<file path="config.mk">
export PLATFORM = sky130hd
export DESIGN_NAME = display_reply_deframer_core_flat
export DESIGN_NICKNAME = d
export VERILOG_FILES = /design/src/rtl/drd_pkg.sv /design/src/rtl/drd_if.sv /design/src/rtl/drd_ram.sv /design/src/rtl/drd_ctrl.sv /design/src/rtl/drd_datapath.sv /design/src/rtl/display_reply_deframer_core.sv /design/src/flat_wrapper.sv
export SDC_FILE = /design/constraint.sdc
export NUM_CORES = 1
export LEC_CHECK = 0
export BUFFER_PORTS_ARGS = -buffer_cell sky130_fd_sc_hd__buf_2
export CORE_MARGIN = 5
export CORE_UTILIZATION = 45
export CTS_CLUSTER_SIZE = 24
export DETAILED_ROUTE_END_ITERATION = 8
export RECOVER_POWER = 25
export SYNTH_ARGS = -nofsm -noshare
export SYNTH_HDL_FRONTEND = slang
export SYNTH_SLANG_ARGS = --single-unit
</file>
<file path="constraint.sdc">
create_clock -name clk -period 6.1 [get_ports clk]
set_input_delay 0.915 -clock clk [delete_from_list [all_inputs] [get_ports clk]]
set_output_delay 0.915 -clock clk [all_outputs]
set_load 0.02 [all_outputs]
</file>
<file path="src/rtl/drd_pkg.sv">
// ----------------------------------------------------------------------------
// Display reply deframer package
// Shared sizes, marker bytes, frame kinds and the control/status structures
// that join the controller and the datapath.
// ----------------------------------------------------------------------------
package drd_pkg;

  // Frame store size and derived widths.
  localparam int FRAME_DEPTH = 32;
  localparam int PTR_W       = $clog2(FRAME_DEPTH);
  localparam int CNT_W       = $clog2(FRAME_DEPTH + 1);

  // Fixed field widths of the channels.
  localparam int BYTE_W = 8;
  localparam int KIND_W = 2;
  localparam int LEN_W  = 6;

  // Marker bytes of the display protocol.
  localparam logic [BYTE_W-1:0] BUTTON_MARK = 8'h5F;
  localparam logic [BYTE_W-1:0] COORD_MARK  = 8'h2D;
  localparam logic [BYTE_W-1:0] ANSWER_MARK = 8'hFF;

  // An answer frame ends when a third FF follows two stored ones.
  localparam logic [1:0] FF_RUN_MAX = 2'd2;

  // Frame kinds as reported on the result channel.
  localparam logic [KIND_W-1:0] KIND_BUTTON = 2'd0;
  localparam logic [KIND_W-1:0] KIND_COORD  = 2'd1;
  localparam logic [KIND_W-1:0] KIND_ANSWER = 2'd2;

  // What the newest byte does to the store.
  typedef enum logic [1:0] {
    CLS_NONE,
    CLS_BUTTON,
    CLS_COORD,
    CLS_ANSWER
  } drd_cls_t;

  // Commands from the controller to the datapath.
  typedef struct packed {
    logic take;       // input transfer this cycle
    logic code_rd;    // read the first byte of an answer frame
    logic code_ld;    // capture that byte as the response code
    logic emit_rd;    // read the next frame byte into the result register
    logic emit_mark;  // present the coordinate marker result
  } drd_cmd_t;

  // Status from the datapath to the controller.
  typedef struct packed {
    drd_cls_t cls;        // classification of the byte on the input channel
    logic     slot_free;  // result register is empty or being taken
    logic     rem_one;    // one frame byte is left to emit
  } drd_stat_t;

  // Next position in the circular frame store.
  function automatic logic [PTR_W-1:0] ptr_inc(input logic [PTR_W-1:0] p);
    logic [PTR_W-1:0] r;
    if (p == PTR_W'(FRAME_DEPTH - 1)) begin
      r = '0;
    end else begin
      r = p + 1'b1;
    end
    return r;
  endfunction

endpackage

</file>
<file path="src/rtl/drd_if.sv">
// ----------------------------------------------------------------------------
// Display reply deframer channels
// Valid/ready channels for received bytes and for deframed results.
// ----------------------------------------------------------------------------

// Received byte channel.
interface drd_in_if
  import drd_pkg::*;
();
  logic              valid;
  logic              ready;
  logic [BYTE_W-1:0] rx_byte;

  modport source (output valid, output rx_byte, input ready);
  modport sink   (input valid, input rx_byte, output ready);
endinterface

// Result channel.
interface drd_out_if
  import drd_pkg::*;
();
  logic              valid;
  logic              ready;
  logic [KIND_W-1:0] frame_kind;
  logic [BYTE_W-1:0] echo_byte;
  logic              echo_valid;
  logic [LEN_W-1:0]  frame_length;
  logic [BYTE_W-1:0] response_code;
  logic              last;

  modport source (output valid, output frame_kind, output echo_byte, output echo_valid,
                  output frame_length, output response_code, output last,
                  input ready);
  modport sink   (input valid, input frame_kind, input echo_byte, input echo_valid,
                  input frame_length, input response_code, input last,
                  output ready);
endinterface

</file>
<file path="src/rtl/drd_ram.sv">
// ----------------------------------------------------------------------------
// Generic single-port-write, single-port-read RAM
// One write and one registered read per cycle; read data holds when idle.
// ----------------------------------------------------------------------------
module drd_ram #(
  parameter int WIDTH = 8,
  parameter int DEPTH = 32,
  localparam int AW   = $clog2(DEPTH)
) (
  input  logic             clk,
  input  logic             we,
  input  logic [AW-1:0]    waddr,
  input  logic [WIDTH-1:0] wdata,
  input  logic             re,
  input  logic [AW-1:0]    raddr,
  output logic [WIDTH-1:0] rdata
);

  logic [WIDTH-1:0] mem [DEPTH];
  logic [WIDTH-1:0] rdata_r;

  // Write port.
  always_ff @(posedge clk) begin
    if (we) begin
      mem[waddr] <= wdata;
    end
  end

  // Registered read port.
  always_ff @(posedge clk) begin
    if (re) begin
      rdata_r <= mem[raddr];
    end
  end

  assign rdata = rdata_r;

endmodule

</file>
<file path="src/rtl/drd_ctrl.sv">
// ----------------------------------------------------------------------------
// Display reply deframer controller
// Sequences byte intake, the response code fetch and frame emission.
// ----------------------------------------------------------------------------
module drd_ctrl
  import drd_pkg::*;
(
  input  logic      clk,
  input  logic      rst_n,
  input  logic      in_valid,
  output logic      in_ready,
  input  drd_stat_t stat,
  output drd_cmd_t  cmd
);

  typedef enum logic [4:0] {
    S_IDLE    = 5'b00001,
    S_CODE_RD = 5'b00010,
    S_CODE_LD = 5'b00100,
    S_EMIT    = 5'b01000,
    S_MARK    = 5'b10000
  } state_t;

  state_t state_r, state_nxt;

  // Bytes are taken only between frames.
  assign in_ready = (state_r == S_IDLE);

  // Next state and commands.
  always_comb begin
    state_nxt = state_r;
    cmd       = '0;
    unique case (state_r)
      S_IDLE: begin
        cmd.take = in_valid;
        if (in_valid) begin
          case (stat.cls)
            CLS_BUTTON: state_nxt = S_EMIT;
            CLS_COORD:  state_nxt = S_MARK;
            CLS_ANSWER: state_nxt = S_CODE_RD;
            default:    state_nxt = S_IDLE;
          endcase
        end
      end
      S_CODE_RD: begin
        if (stat.slot_free) begin
          cmd.code_rd = 1'b1;
          state_nxt   = S_CODE_LD;
        end
      end
      S_CODE_LD: begin
        cmd.code_ld = 1'b1;
        state_nxt   = S_EMIT;
      end
      S_EMIT: begin
        if (stat.slot_free) begin
          cmd.emit_rd = 1'b1;
          if (stat.rem_one) begin
            state_nxt = S_IDLE;
          end
        end
      end
      S_MARK: begin
        if (stat.slot_free) begin
          cmd.emit_mark = 1'b1;
          state_nxt     = S_IDLE;
        end
      end
      default: state_nxt = S_IDLE;
    endcase
  end

  // State register.
  always_ff @(posedge clk) begin
    if (!rst_n) begin
      state_r <= S_IDLE;
    end else begin
      state_r <= state_nxt;
    end
  end

`ifndef NO_ASSERTIONS
  // An answer terminator always leads to the response code fetch.
  a_answer_fetch: assert property (@(posedge clk) disable iff (!rst_n)
    cmd.take && stat.cls == CLS_ANSWER |=> state_r == S_CODE_RD)
    else $error("answer frame did not start the code fetch");

  // The code capture always directly follows its read.
  a_code_order: assert property (@(posedge clk) disable iff (!rst_n)
    cmd.code_ld |-> $past(cmd.code_rd))
    else $error("response code captured without a read");
`endif

endmodule

</file>
<file path="src/rtl/drd_datapath.sv">
// ----------------------------------------------------------------------------
// Display reply deframer datapath
// Circular frame store, terminator detection, frame read-out and the
// result register.
// ----------------------------------------------------------------------------
module drd_datapath
  import drd_pkg::*;
(
  input  logic              clk,
  input  logic              rst_n,
  input  drd_cmd_t          cmd,
  output drd_stat_t         stat,
  input  logic [BYTE_W-1:0] in_byte,
  input  logic              out_ready,
  output logic              out_valid,
  output logic [KIND_W-1:0] out_frame_kind,
  output logic [BYTE_W-1:0] out_echo_byte,
  output logic              out_echo_valid,
  output logic [LEN_W-1:0]  out_frame_length,
  output logic [BYTE_W-1:0] out_response_code,
  output logic              out_last
);

  // Store bookkeeping.
  logic [PTR_W-1:0]  head_r, head_nxt;
  logic [PTR_W-1:0]  tail_r, tail_nxt;
  logic [CNT_W-1:0]  fill_r, fill_nxt;
  logic [1:0]        ff_run_r, ff_run_nxt;
  logic [BYTE_W-1:0] last_code_r, last_code_nxt;

  // Frame being emitted.
  logic [PTR_W-1:0]  rd_ptr_r, rd_ptr_nxt;
  logic [CNT_W-1:0]  rem_r, rem_nxt;
  logic [KIND_W-1:0] kind_r, kind_nxt;
  logic [LEN_W-1:0]  len_r, len_nxt;

  // Result register (the echo byte sits in the RAM read register).
  logic              out_valid_r, out_valid_nxt;
  logic              out_last_r, out_last_nxt;
  logic [KIND_W-1:0] out_kind_r, out_kind_nxt;
  logic [LEN_W-1:0]  out_len_r, out_len_nxt;

  logic              full;
  logic [CNT_W-1:0]  n_after;
  logic [PTR_W-1:0]  head_adv;
  drd_cls_t          cls;
  logic [BYTE_W-1:0] ram_rdata;

  // A full store drops its oldest byte to make room.
  assign full     = (fill_r == CNT_W'(FRAME_DEPTH));
  assign n_after  = full ? fill_r : fill_r + 1'b1;
  assign head_adv = full ? ptr_inc(head_r) : head_r;

  // Terminator detection on the newest byte; earlier bytes never hold one.
  always_comb begin
    if (in_byte == BUTTON_MARK) begin
      cls = CLS_BUTTON;
    end else if (in_byte == COORD_MARK) begin
      cls = CLS_COORD;
    end else if (in_byte == ANSWER_MARK && ff_run_r == FF_RUN_MAX) begin
      cls = CLS_ANSWER;
    end else begin
      cls = CLS_NONE;
    end
  end

  assign stat.cls       = cls;
  assign stat.slot_free = !out_valid_r || out_ready;
  assign stat.rem_one   = (rem_r == CNT_W'(1));

  // Next values.
  always_comb begin
    head_nxt      = head_r;
    tail_nxt      = tail_r;
    fill_nxt      = fill_r;
    ff_run_nxt    = ff_run_r;
    last_code_nxt = last_code_r;
    rd_ptr_nxt    = rd_ptr_r;
    rem_nxt       = rem_r;
    kind_nxt      = kind_r;
    len_nxt       = len_r;
    out_valid_nxt = out_valid_r;
    out_last_nxt  = out_last_r;
    out_kind_nxt  = out_kind_r;
    out_len_nxt   = out_len_r;

    // Byte intake: append, and on a terminator hand the whole store to read-out.
    if (cmd.take) begin
      tail_nxt = ptr_inc(tail_r);
      if (cls == CLS_NONE) begin
        head_nxt = head_adv;
        fill_nxt = n_after;
        if (in_byte == ANSWER_MARK) begin
          ff_run_nxt = (ff_run_r == FF_RUN_MAX) ? FF_RUN_MAX : ff_run_r + 1'b1;
        end else begin
          ff_run_nxt = '0;
        end
      end else begin
        head_nxt   = ptr_inc(tail_r);
        fill_nxt   = '0;
        ff_run_nxt = '0;
        rd_ptr_nxt = head_adv;
        rem_nxt    = n_after;
        case (cls)
          CLS_BUTTON: kind_nxt = KIND_BUTTON;
          CLS_COORD:  kind_nxt = KIND_COORD;
          default:    kind_nxt = KIND_ANSWER;
        endcase
        if (cls == CLS_ANSWER) begin
          len_nxt = LEN_W'(n_after - CNT_W'(3));
        end else begin
          len_nxt = LEN_W'(n_after - CNT_W'(1));
        end
      end
    end

    // A non-empty answer frame updates the response code.
    if (cmd.code_ld && len_r != '0) begin
      last_code_nxt = ram_rdata;
    end

    // Result register load and drain.
    if (cmd.emit_rd) begin
      rd_ptr_nxt    = ptr_inc(rd_ptr_r);
      rem_nxt       = rem_r - 1'b1;
      out_valid_nxt = 1'b1;
      out_last_nxt  = (rem_r == CNT_W'(1));
      out_kind_nxt  = kind_r;
      out_len_nxt   = len_r;
    end else if (cmd.emit_mark) begin
      out_valid_nxt = 1'b1;
      out_last_nxt  = 1'b1;
      out_kind_nxt  = kind_r;
      out_len_nxt   = len_r;
    end else if (out_ready) begin
      out_valid_nxt = 1'b0;
    end
  end

  // Control registers.
  always_ff @(posedge clk) begin
    if (!rst_n) begin
      head_r      <= '0;
      tail_r      <= '0;
      fill_r      <= '0;
      ff_run_r    <= '0;
      last_code_r <= '0;
      rd_ptr_r    <= '0;
      rem_r       <= '0;
      out_valid_r <= 1'b0;
      out_last_r  <= 1'b0;
    end else begin
      head_r      <= head_nxt;
      tail_r      <= tail_nxt;
      fill_r      <= fill_nxt;
      ff_run_r    <= ff_run_nxt;
      last_code_r <= last_code_nxt;
      rd_ptr_r    <= rd_ptr_nxt;
      rem_r       <= rem_nxt;
      out_valid_r <= out_valid_nxt;
      out_last_r  <= out_last_nxt;
    end
  end

  // Payload registers.
  always_ff @(posedge clk) begin
    kind_r     <= kind_nxt;
    len_r      <= len_nxt;
    out_kind_r <= out_kind_nxt;
    out_len_r  <= out_len_nxt;
  end

  // Frame store.
  drd_ram #(
    .WIDTH (BYTE_W),
    .DEPTH (FRAME_DEPTH)
  ) u_store (
    .clk   (clk),
    .we    (cmd.take),
    .waddr (tail_r),
    .wdata (in_byte),
    .re    (cmd.emit_rd || cmd.code_rd),
    .raddr (rd_ptr_r),
    .rdata (ram_rdata)
  );

  // Result fields; the coordinate marker carries no echo byte.
  assign out_valid         = out_valid_r;
  assign out_last          = out_last_r;
  assign out_frame_kind    = out_kind_r;
  assign out_frame_length  = out_len_r;
  assign out_response_code = last_code_r;
  assign out_echo_valid    = (out_kind_r != KIND_COORD);
  assign out_echo_byte     = (out_kind_r == KIND_COORD) ? '0 : ram_rdata;

`ifndef NO_ASSERTIONS
  // The store never holds more than its depth.
  a_fill_bound: assert property (@(posedge clk) disable iff (!rst_n)
    fill_r <= CNT_W'(FRAME_DEPTH))
    else $error("frame store overfilled");

  // No read-out past the end of a frame, and the final byte is flagged last.
  a_emit_count: assert property (@(posedge clk) disable iff (!rst_n)
    cmd.emit_rd |-> rem_r != '0)
    else $error("frame read-out past its end");

  a_last_flag: assert property (@(posedge clk) disable iff (!rst_n)
    cmd.emit_rd && rem_r == CNT_W'(1) |=> out_valid_r && out_last_r)
    else $error("final frame byte not marked last");

  // The code fetch never disturbs a result still waiting.
  a_code_idle: assert property (@(posedge clk) disable iff (!rst_n)
    cmd.code_ld |-> !out_valid_r)
    else $error("response code fetch overlapped a pending result");
`endif

endmodule

</file>
<file path="src/rtl/display_reply_deframer_core.sv">
// ----------------------------------------------------------------------------
// Display reply deframer
// Collects bytes from a display serial link into a frame store and emits
// button, coordinate and answer frames as results.
//
//   Channel  Dir  Payload                                       Transfer
//   in_chan  in   rx_byte                                       valid && ready
//   out_chan out  frame_kind, echo_byte, echo_valid,            valid && ready
//                 frame_length, response_code, last
//
// A byte that completes no frame is only stored. Button frames, and answer
// frames after the response code fetch, are read out through the single read
// port of the store, one echoed byte a cycle unless the result channel stalls.
// Reset clears the store's fill count and sets the response code to zero.
// A stalled result channel holds read-out; no new byte is taken until the
// last read of a frame has been issued.
// ----------------------------------------------------------------------------
module display_reply_deframer_core
  import drd_pkg::*;
(
  input  logic       clk,
  input  logic       rst_n,
  drd_in_if.sink     in_chan,
  drd_out_if.source  out_chan
);

  drd_cmd_t  cmd;
  drd_stat_t stat;
  logic      in_ready;

  assign in_chan.ready = in_ready;

  // Controller.
  drd_ctrl u_ctrl (
    .clk      (clk),
    .rst_n    (rst_n),
    .in_valid (in_chan.valid),
    .in_ready (in_ready),
    .stat     (stat),
    .cmd      (cmd)
  );

  // Datapath.
  drd_datapath u_datapath (
    .clk               (clk),
    .rst_n             (rst_n),
    .cmd               (cmd),
    .stat              (stat),
    .in_byte           (in_chan.rx_byte),
    .out_ready         (out_chan.ready),
    .out_valid         (out_chan.valid),
    .out_frame_kind    (out_chan.frame_kind),
    .out_echo_byte     (out_chan.echo_byte),
    .out_echo_valid    (out_chan.echo_valid),
    .out_frame_length  (out_chan.frame_length),
    .out_response_code (out_chan.response_code),
    .out_last          (out_chan.last)
  );

endmodule
</file>
<file path="src/flat_wrapper.sv">
// flat-port wrapper written by rule: the top's interface ports become plain ports
module display_reply_deframer_core_flat import drd_pkg::*;
  (clk, rst_n, in_chan_valid, in_chan_rx_byte, in_chan_ready, out_chan_valid, out_chan_frame_kind, out_chan_echo_byte, out_chan_echo_valid, out_chan_frame_length, out_chan_response_code, out_chan_last, out_chan_ready);
  drd_in_if in_chan_i ();
  drd_out_if out_chan_i ();
  input  logic clk;
  input  logic rst_n;
  input wire logic [$bits(in_chan_i.valid)-1:0] in_chan_valid;
  input wire logic [$bits(in_chan_i.rx_byte)-1:0] in_chan_rx_byte;
  output wire logic [$bits(in_chan_i.ready)-1:0] in_chan_ready;
  output wire logic [$bits(out_chan_i.valid)-1:0] out_chan_valid;
  output wire logic [$bits(out_chan_i.frame_kind)-1:0] out_chan_frame_kind;
  output wire logic [$bits(out_chan_i.echo_byte)-1:0] out_chan_echo_byte;
  output wire logic [$bits(out_chan_i.echo_valid)-1:0] out_chan_echo_valid;
  output wire logic [$bits(out_chan_i.frame_length)-1:0] out_chan_frame_length;
  output wire logic [$bits(out_chan_i.response_code)-1:0] out_chan_response_code;
  output wire logic [$bits(out_chan_i.last)-1:0] out_chan_last;
  input wire logic [$bits(out_chan_i.ready)-1:0] out_chan_ready;
  assign in_chan_i.valid = in_chan_valid;
  assign in_chan_i.rx_byte = in_chan_rx_byte;
  assign in_chan_ready = in_chan_i.ready;
  assign out_chan_valid = out_chan_i.valid;
  assign out_chan_frame_kind = out_chan_i.frame_kind;
  assign out_chan_echo_byte = out_chan_i.echo_byte;
  assign out_chan_echo_valid = out_chan_i.echo_valid;
  assign out_chan_frame_length = out_chan_i.frame_length;
  assign out_chan_response_code = out_chan_i.response_code;
  assign out_chan_last = out_chan_i.last;
  assign out_chan_i.ready = out_chan_ready;
  display_reply_deframer_core u_core (.clk(clk), .rst_n(rst_n), .in_chan(in_chan_i), .out_chan(out_chan_i));
endmodule
</file>
Word-level counts from Yosys, hierarchy flattened

Memories as Yosys holds them, arrays and structs flattened. A register that Yosys moved wholly into a read port is not among the register bits.
Index checks and enable logic that the tools add are counted.

Bits in registers: 60
Memory bits (writable): 256
Input port bits: 12
Output and inout port bits: 28
Memories: 1

Add/sub/neg operators: 8
Eq/ne operators: 25
Muxes and demuxes: 46
Bitwise operators: 1
Reductions and logical operators: 13

Memory list:

| name                          | words | width | rd ports | clocked after Yosys merged registers in | write ports | line          | source |
|---|---|---|---|---|---|---|---|
| u_core.u_datapath.u_store.mem | 32    | 8     | 1        | 1                                       | 1           | drd_ram.sv:19 | `logic [WIDTH-1:0] mem [DEPTH];` |

Operators with widths:

| kind                                                                  | number |
|---|---|
| 5-bit two-way mux                                                     | 13 |
| 6-bit two-way mux                                                     | 8 |
| 5-bit case mux with 5 select lines                                    | 1 |
| 5-bit equality test, second input constant                            | 4 |
| 2-bit two-way mux                                                     | 8 |
| 5-bit by 1-bit adder with 5-bit output, second input constant         | 3 |
| 5-bit case mux with 3 select lines                                    | 1 |
| 1-bit two-way mux                                                     | 13 |
| 6-bit by 1-bit subtractor with 6-bit output, second input constant    | 2 |
| 2-bit by 1-bit != test with 1-bit output, second input constant       | 5 |
| 8-bit by 6-bit equality test with 1-bit output, second input constant | 1 |
| 8-bit by 7-bit equality test with 1-bit output, second input constant | 1 |
| 8-bit equality test, second input constant                            | 1 |
| 8-bit two-way mux                                                     | 1 |
| 6-bit by 1-bit adder with 6-bit output, second input constant         | 1 |
| 2-bit equality test, second input constant                            | 3 |
| 6-bit by 1-bit equality test with 1-bit output, second input constant | 1 |
| 6-bit equality test, second input constant                            | 1 |
| 6-bit nonzero test                                                    | 1 |
| 6-bit by 2-bit subtractor with 6-bit output, second input constant    | 1 |
| 5-bit by 1-bit equality test with 1-bit output, second input constant | 1 |
| 5-bit by 2-bit equality test with 1-bit output, second input constant | 1 |
| 5-bit by 3-bit equality test with 1-bit output, second input constant | 1 |
| 5-bit by 4-bit equality test with 1-bit output, second input constant | 1 |
| other kinds (13)                                                      | 19 |

Longest topological paths before layout

Gate-level depths: netlist of run 1.

Depth in word-level cells: 9
Depth in mapped cells: 13

Hierarchy

Synthesis of run 1 repeated with hierarchy kept, for this count alone.

Cells, all modules: 761
Area total of the unflattened synthesis: 13465.4 um^2

By module, submodules not included:

| module       | instances | cells each | area each (um^2) | seq. area each (um^2) |
|---|---|---|---|---|
| drd_ram      | 1         | 417        | 10133.5          | 7927.6 |
| drd_datapath | 1         | 299        | 2945.3           | 1261.2 |
| drd_ctrl     | 1         | 45         | 386.6            | 100.1 |

Worst setup path after synthesis of run 1

No wires, ideal clock.

Path kind: input to register
Start: input in_chan_rx_byte[3]
End: register u_core.u_datapath.len_r[5] (data pin)
Data arrival time: 2.420 ns
Required time: 5.829 ns
Setup slack: 3.409 ns
Stages: 8
Buffers on the path: 0
Cell sequence: nand3_1 nor3_1 a21o_1 ha_1 inv_1 ha_1 a2111oi_0 xnor2_1

Longest elaborated chain between the ends: 7
Elaborated cells between the ends (all ways): 9

RTL lines:

| element                 | line                | source |
|---|---|---|
| from (decl)             | flat_wrapper.sv:9   | `input wire logic [$bits(in_chan_i.rx_byte)-1:0] in_chan_rx_byte;` |
| 8-bit equality test     | drd_datapath.sv:60  | `end else if (in_byte == ANSWER_MARK && ff_run_r == FF_RUN_MAX) begin` |
| 1-bit logical AND       | drd_datapath.sv:60  |  |
| 2-bit two-way mux       | drd_datapath.sv:60  |  |
| 2-bit two-way mux       | drd_datapath.sv:58  | `end else if (in_byte == COORD_MARK) begin` |
| 2-bit two-way mux (*)   | drd_datapath.sv:56  | `if (in_byte == BUTTON_MARK) begin` |
| 2-bit equality test (*) | drd_datapath.sv:109 | `if (cls == CLS_ANSWER) begin` |
| 6-bit two-way mux (*)   | drd_datapath.sv:109 |  |
| to (signal assigned)    | drd_datapath.sv:168 | `len_r <= len_nxt;` |
| to (decl)               | drd_datapath.sv:35  | `logic [LEN_W-1:0] len_r, len_nxt;` |

Every way passes the cells marked *; elsewhere a longest branch is shown, timed or not.
A chain may end at the register's enable or synchronous reset.

Worst setup path after layout of run 1

Start: input in_chan_rx_byte[3]
End: register u_core.u_datapath.rd_ptr_r[0]

Longest elaborated chain between the ends: 8
Elaborated cells between the ends (all ways): 10

RTL lines:

| element                           | line                | source |
|---|---|---|
| 8-bit equality test               | drd_datapath.sv:60  |  |
| 1-bit logical AND                 | drd_datapath.sv:60  |  |
| 2-bit two-way mux                 | drd_datapath.sv:60  |  |
| 2-bit two-way mux                 | drd_datapath.sv:58  |  |
| 2-bit two-way mux (*)             | drd_datapath.sv:56  |  |
| 2-bit logical NOT (*)             | drd_datapath.sv:90  | `if (cls == CLS_NONE) begin` |
| 2-bit != test (no line) (*)       | n/a                 |  |
| 2-bit AND reduction (no line) (*) | n/a                 |  |
| to (signal assigned)              | drd_datapath.sv:158 | `rd_ptr_r <= rd_ptr_nxt;` |
| to (decl)                         | drd_datapath.sv:32  | `logic [PTR_W-1:0] rd_ptr_r, rd_ptr_nxt;` |

Marks and branches as above.

==> flow_summary.ini, run 1 <==
[job]
maxCapViolations = 0

[power_and_ir_drop]
internal_power_mw = 3.624
p_sw_mw = 0.9119
swShare_pct = 20.11
leakage_nw = 4.862
pwr-share-comb_pct = 2.6
power.density_mw_per_mm2 = 299.2
total_power_mw = 4.536
clockPowerShare_pct = 43.9
irDropWorstVdd_mv = 0.2307
power_frac_seq_pct = 53.5

[worst_setup_path]
worstSetupPathType = input pin to flip-flop
cp.required_ps = 6510
start_kind = input pin
critPathArrivalTime_ps = 4950
cp-end-kind = flip-flop
critPathMaxFanout = 33

[floorplanning]
fp.coreArea_sq_mm = 0.02948
die_h_um = 182.5
io_pins = 40
rows = 63
die_w_um = 182.5
die_area_sq_mm = 0.03330
initial_core_util_pct = 45.41

[clocking]
clock_latency_ps = 520
cts_root_buffer = clkbuf_16
cts_made_buffers = 35
postCtsSetupBuffers = 0
cts_sinks = 324
cts_resized = 0
clkTransAtPathRegs_ps = 60
cts_tree = yes
cts_hold_buf = 0
cts.path.max_buffers = 3
htreeDepth = 2

[placed_design]
dpl_worst_slack_ps = 1689
placed_cell_area_sq_mm = 0.01408
port_buffers = 39
hpwlAfterDp_um = 18850
placed_cells = 1177
gp_congestion = 0.8418

[run_status]
status = complete, no violations

[layout]
drive_gt1_share_pct = 24.24
diodes = 0
areaGrowthSynthToFinish_pct = 13.23
multi_input_area_sq_mm = 0.003874
fill_cells = 2373
regArea_sq_mm = 0.009294
nets = 857
utilization_pct = 51.42
fin_area_sq_mm = 0.01516
stdcell_count = 1240

[route]
ant_nets = 0
viasPerCell = 5.726
drt-total-wl_um = 30140
num_vias = 7100
post-route-drc-count = 0
drtIter0Drc = 672
drt-pass1-iter-count = 5
post_drt_wl_per_cell_um = 24.31

[sta]
rsz0062_at_grt = false
fin_ws_ps = 1555
maxSlewViolCount = 0
worstMarginPinSlew_ps = 1343
setup_violations = 0
hold_violations = 0
period_needed_ps = 4545
fin_worst_skew_ps = 15.50
fmax_mhz = 220.0
post-route-period-util_pct = 74.51
relSlewSlack_pct = 10.45
hold-worst-slack_ps = 418.1
tns_ps = 0

[yosys]
synth-edff-count = 280
avgSynthCellArea_sq_um = 17.50
syn_inst = 765
ys_ff_latch = 324
synth_nets = 798
ys_async_sr_fraction_pct = 0
ys_types = 57
syn-cell-area_sq_mm = 0.01339
synth-warning-count = 0
synth_seq_area_share_pct = 69.38
synth_top_area_share_pct = 62.80
yosys-top-cells-area = edfxtp_1, mux4_2, dfxtp_1
ys.flop_type = edfxtp_1
yosysTopAreaCell = edfxtp_1

[global_routing]
grt_start_max_net_pins = 48
grt_pass1_vias = 7191
grt-ovfl-total = 0
grt_pass1_wl_um = 45210
grt_usage_pct = 18.23
grt_antenna_before_repair = 0

[worst_hold_path]
hold_path.class = flip-flop to flip-flop
## logic make-up (layout without fill, tap and decap cells)
logic type      count (synthesis)  count (layout)  synth area share [%]
flops                         324             324                 69.38
simple gates                  183             183                 7.299
buf+inv                        56             141                 1.832
xor+xnor                       17              17                 1.112
mux                           102             102                 15.20
fa+ha+maj                      21              21                 2.019
compound gates                 62              62                 3.159
## worst max-delay path, cell delays in order
cell and delay (ps):
clkbuf_1 910, nand3_1 360, nor3_1 420, a21o_1 220, inv_1 70, ha_1 360
inv_1 280, nand4_1 500, inv_1 570, nor2_1 80, o32ai_1 250
## layout make-up
| class | instances | share of cell area (%) |
|---|---|---|
| Clock inverter | 16 | 0.9987 |
| Multi-Input combinational cell | 385 | 25.55 |
| Sequential cell | 324 | 61.31 |
| Clock buffer | 47 | 6.141 |
| Inverter | 16 | 0.3962 |
| Timing Repair Buffer | 62 | 2.385 |
| Tap cell | 390 | 3.219 |
## power by group through the flow
| stage | logic, mW | registers, mW | clock network, mW |
|---|---|---|---|
| final | 0.118 | 2.43 | 1.99 |
| after global routing | 0.131 | 2.43 | 2.13 |
| after CTS | 0.120 | 2.43 | 2.03 |
| after detailed placement | 0.119 | 2.47 | 0 |
| after global placement | 0.113 | 2.47 | 0 |
| after floorplan | 0.0678 | 2.47 | 0 |
## final timing paths
check | depth (start not counted) | slack [ps] | startpoint | endpoint
setup / recovery | 11 | 1550 | in_chan_rx_byte[3] | u_core.u_datapath.rd_ptr_r[0]
setup reg to reg | 4 | 2520 | u_core.u_ctrl.state_r[0] | u_core.u_datapath.u_store.mem[6][6]
hold / removal | 0 | 420 | u_core.u_datapath.kind_r[0] | u_core.u_datapath.out_frame_kind[0]
hold reg to reg | 0 | 420 | u_core.u_datapath.kind_r[0] | u_core.u_datapath.out_frame_kind[0]
## layout by cell type (no fill, tap or decap), types with 11 or more instances in the layout
cell type / n
a21oi_1: 11
and2_1: 11
and3_1: 11
buf_2: 34
buf_4: 23
clkbuf_1: 16
clkbuf_16: 35
dfxtp_1: 42
edfxtp_1: 280
ha_1: 20
inv_1: 16
mux2i_1: 12
mux4_2: 80
nand2_1: 27
nand3_1: 16
nor2_1: 52
nor2b_1: 18
o21ai_0: 12
## synthesized netlist by cell type (all sizes together) (2+ instances only)
library cell	instances
edfxtp	280
mux4	80
nor2	52
dfxtp	44
clkbuf	28
nand2	28
ha	20
nor2b	18
inv	16
nand3	16
nor3	13
buf	12
mux2i	12
o21ai	12
a21oi	11
and2	11
and3	11
mux2	10
xnor2	10
nand3b	8
a21boi	7
xor2	7
a211oi	5
nand2b	5
nor3b	4
a22oi	3
nand4	3
nor4	3
o21a	3
o22ai	3
or3b	3
or4	3
a31oi	2
nor4b	2
o221a	2
o31ai	2
o32ai	2
or3	2
## layer usage
layer | global-route usage, % | vias to the layer above | share of wire [%]
met5 | 0 | - | 0
met4 | 4.203 | 0 | 1.5
met3 | 3.129 | 33 | 5.5
li1 | - | 3144 | -
met2 | 32.58 | 216 | 54
met1 | 23.34 | 3707 | 39
## state kept, by name, indices dropped and copies added (netlist names)
signal                               cells
u_core.u_datapath.tail_r                 5
u_core.u_datapath.head_r                 5
u_core.u_datapath.ff_run_r               2
u_core.u_datapath.out_valid              1
u_core.u_datapath.u_store.rdata          8
u_core.u_datapath.rd_ptr_r               5
u_core.u_datapath.out_frame_kind         2
u_core.u_datapath.fill_r                 6
u_core.u_ctrl.state_r                    5
u_core.u_datapath.len_r                  6
u_core.u_datapath.out_frame_length       6
u_core.u_datapath.u_store.mem          256
u_core.u_datapath.out_last               1
u_core.u_datapath.out_response_code      8
u_core.u_datapath.kind_r                 2
u_core.u_datapath.rem_r                  6
No activity file was read; power rests on OpenSTA's default activity.
==> run 2: changes to the inputs <==
--- a/config.mk
+++ b/config.mk
@@ -5,6 +5,7 @@
 export SDC_FILE = /design/constraint.sdc
 export NUM_CORES = 1
 export LEC_CHECK = 0
+export ABC_AREA = 1
 export BUFFER_PORTS_ARGS = -buffer_cell sky130_fd_sc_hd__buf_2
 export CORE_MARGIN = 5
 export CORE_UTILIZATION = 45
==> constraint.sdc (replaced) <==
create_clock -name clk -period 4.25 [get_ports clk]
set_input_delay 0.6375 -clock clk [delete_from_list [all_inputs] [get_ports clk]]
set_output_delay 0.6375 -clock clk [all_outputs]
set_load 0.02 [all_outputs]
==> run 2 against run 1 <==
Effect of this change: the run now ends with capacitance limit, slew limit left; final area increased by 3.0%; worst hold slack improved by 14 ps; via count increased by 36%; cell count increased by 48%; first-iteration DRC count increased by 37%; clock skew increased by 1.8 ps; total power increased by 48%; utilization decreased by 1.5 points; routed wire length increased by 12%; critical path type unchanged; largest cell class unchanged; highest routed layer unchanged.
==> flow_summary.ini, run 2 <==
[worst_hold_path]
hold_path.class = flip-flop to flip-flop
hold_start = u_core.u_datapath.kind_r[0]
min_delay_worst_endpoint = u_core.u_datapath.out_frame_kind[0]
hold_path_depth = 0

[worst_setup_path]
ff2ff_setup_slack_ps = 1350
path_cells = clkbuf_1 > nand3_1 > inv_1 > nand3_1 > nand2_1 > inv_1 > ha_1 > inv_1 > nand3_2 > nand2_2 > inv_1 > nor2_1 > a21oi_1
cp-end-kind = flip-flop
rr_worst_depth = 10
cpPeakStageDelay_ps = 1130
cp.buffers_inverters = 5
cp_slowest_cell = clkbuf_1
cp.required_ps = 4640
critPathMaxFanout = 34
cpMostUsedCell = inv_1
r2r-end = u_core.u_datapath.u_store.rdata[3]
rr_startpoint = u_core.u_datapath.rd_ptr_r[0]
critPathArrivalTime_ps = 3670
crit_family = buffers and inverters
start_kind = input pin
worstSetupPathType = input pin to flip-flop

[clocking]
postCtsSetupBuffers = 0
cts_tree = yes
cts_made_buffers = 35
cts_resized = 0
cts.path.max_buffers = 3
clkTransAtPathRegs_ps = 60
cts_sinks = 324
clock_latency_ps = 510
cts_hold_buf = 0
cts_root_buffer = clkbuf_16
htreeDepth = 2

[yosys]
syn_inst = 1382
ys_ff_latch = 324
synth_top_area_share_pct = 59.29
avgSynthCellArea_sq_um = 10.26
ys_types = 34
yosysTopAreaCell = edfxtp_1
synth_nets = 1415
synthTopCellsByCount = nand2_1, edfxtp_1, nand3_1
synth-warning-count = 0
synth-edff-count = 280
synth_seq_area_share_pct = 65.50
yosys-top-cells-area = edfxtp_1, nand2_1, nand3_1
ys.flop_type = edfxtp_1
syn-cell-area_sq_mm = 0.01418
synth.most_common_cell = nand2_1
ys_async_sr_fraction_pct = 0

[layout]
final_cell_mix = nand2_1, edfxtp_1, nand3_1
regMostFlops = u_core.u_datapath.u_store.mem
drive_gt1_share_pct = 8.409
diodes = 0
nets = 1437
mostFrequentLayoutCell = nand2_1
utilization_pct = 49.89
largest_reg_flops = 256
areaGrowthSynthToFinish_pct = 10.15

[sta]
relSlewSlack_pct = -19.62
fmax_mhz = 304.7
period_needed_ps = 3282
post-route-period-util_pct = 77.22
setup_violations = 0
hold_violations = 0
maxSlewViolCount = 205
fin_worst_skew_ps = 17.28
tns_ps = 0
rsz0062_at_grt = false
worstMarginPinSlew_ps = 1794

[power_and_ir_drop]
irDropWorstVdd_mv = 0.2331
clockPowerShare_pct = 42.0
power.density_mw_per_mm2 = 429.3
swShare_pct = 22.24
power_frac_seq_pct = 52.5
internal_power_mw = 5.215
leakage_nw = 5.955
pwr-share-comb_pct = 5.5
p_sw_mw = 1.492

[floorplanning]
die_area_sq_mm = 0.03517
fp.coreArea_sq_mm = 0.03131
io_pins = 40
die_w_um = 187.5
die_h_um = 187.5
initial_core_util_pct = 45.29
rows = 65

[run_status]
violations = capacitance limit, slew limit
status = finished with violations

[route]
ant_nets = 0
drt-total-wl_um = 33800
drtIter0Drc = 922
post_drt_wl_per_cell_um = 18.48
drt-pass1-iter-count = 6
post-route-drc-count = 0
num_vias = 9674
viasPerCell = 5.289

[global_routing]
grt_pass1_wl_um = 53500
grt_usage_pct = 19.02
grt_antenna_before_repair = 0
grt_start_max_net_pins = 97
grt_pass1_vias = 9471
grt-ovfl-total = 0

[placed_design]
hpwlAfterDp_um = 20440
port_buffers = 39
gp_congestion = 0.8270

[job]
maxCapViolations = 7
## run 2: worst register-to-register path: cells and delay by family, from the launching register on
kind          cells  cell delay (ps)
buf+inv           2             1220
simple gates      8              800
flops             1              630
## run 2: power groups by stage
stage | logic [mW] | clock network, mW | registers [mW]
after floorplan | 0.240 | 0 | 3.58
after global placement | 0.366 | 0 | 3.58
after detailed placement | 0.372 | 0 | 3.59
after CTS | 0.373 | 2.87 | 3.52
after global routing | 0.410 | 3.01 | 3.52
final | 0.367 | 2.82 | 3.52
## run 2: cell families (layout without fill, tap and decap cells)
logic type,after synthesis,count (layout),share of synthesized area [%]
buf+inv,147,192,5.099
compound gates,68,68,2.488
flops,324,324,65.50
fa+ha+maj,21,21,1.906
xor+xnor,6,6,0.3705
simple gates,816,816,24.64
## run 2: worst max path at each step
stage,start,end,slack (ps),depth (start not counted)
2_1_floorplan,in_chan_rx_byte[3],u_core.u_datapath.len_r[4],1950,11
3_3_place_gp,in_chan_rx_byte[6],u_core.u_datapath.rd_ptr_r[3],1270,13
3_5_place_dp,in_chan_rx_byte[6],u_core.u_datapath.rd_ptr_r[3],1150,13
4_1_cts,u_core.u_datapath.rd_ptr_r[0],u_core.u_datapath.u_store.rdata[0],1360,10
5_1_grt,in_chan_rx_byte[1],u_core.u_datapath.rd_ptr_r[0],640,13
6_report,in_chan_rx_byte[1],u_core.u_datapath.rd_ptr_r[3],970,13
## run 2: routing by layer
layer  GRT usage (%)  part of all wire (%)
met2           31.77                    48
met1           26.70                    45
met4           4.404                   2.0
met3           2.587                   4.8
met5               0                     0
## run 2: final cells by class
| cell class | count | area (sq um) |
|---|---|---|
| clock inverters | 17 | 115.1 |
| flip-flops and latches | 324 | 9294 |
| multi-input cells | 911 | 4180 |
| well taps | 402 | 503.0 |
| fillers | 2823 | 15690 |
| inverters | 79 | 297.8 |
| repair buffers | 53 | 294.0 |
| clock buffers | 43 | 937.1 |
## run 2: per-stage QoR
step / power, mW / cells / cell area (sq um) / hold WS [ps] / setup WS [ps]
finish: 6.706 / 1829 / 15620 / 432.4 / 968.3
global route: 6.943 / 1829 / 15620 / 452.1 / 638.9
CTS: 6.759 / 1829 / 15640 / 430.0 / 1358
detailed placement: 3.957 / 1769 / 14590 / 416.5 / 1155
global placement: 3.949 / 1769 / 14590 / 413.8 / 1265
floorplan: 3.816 / 1382 / 14180 / 400.3 / 1948
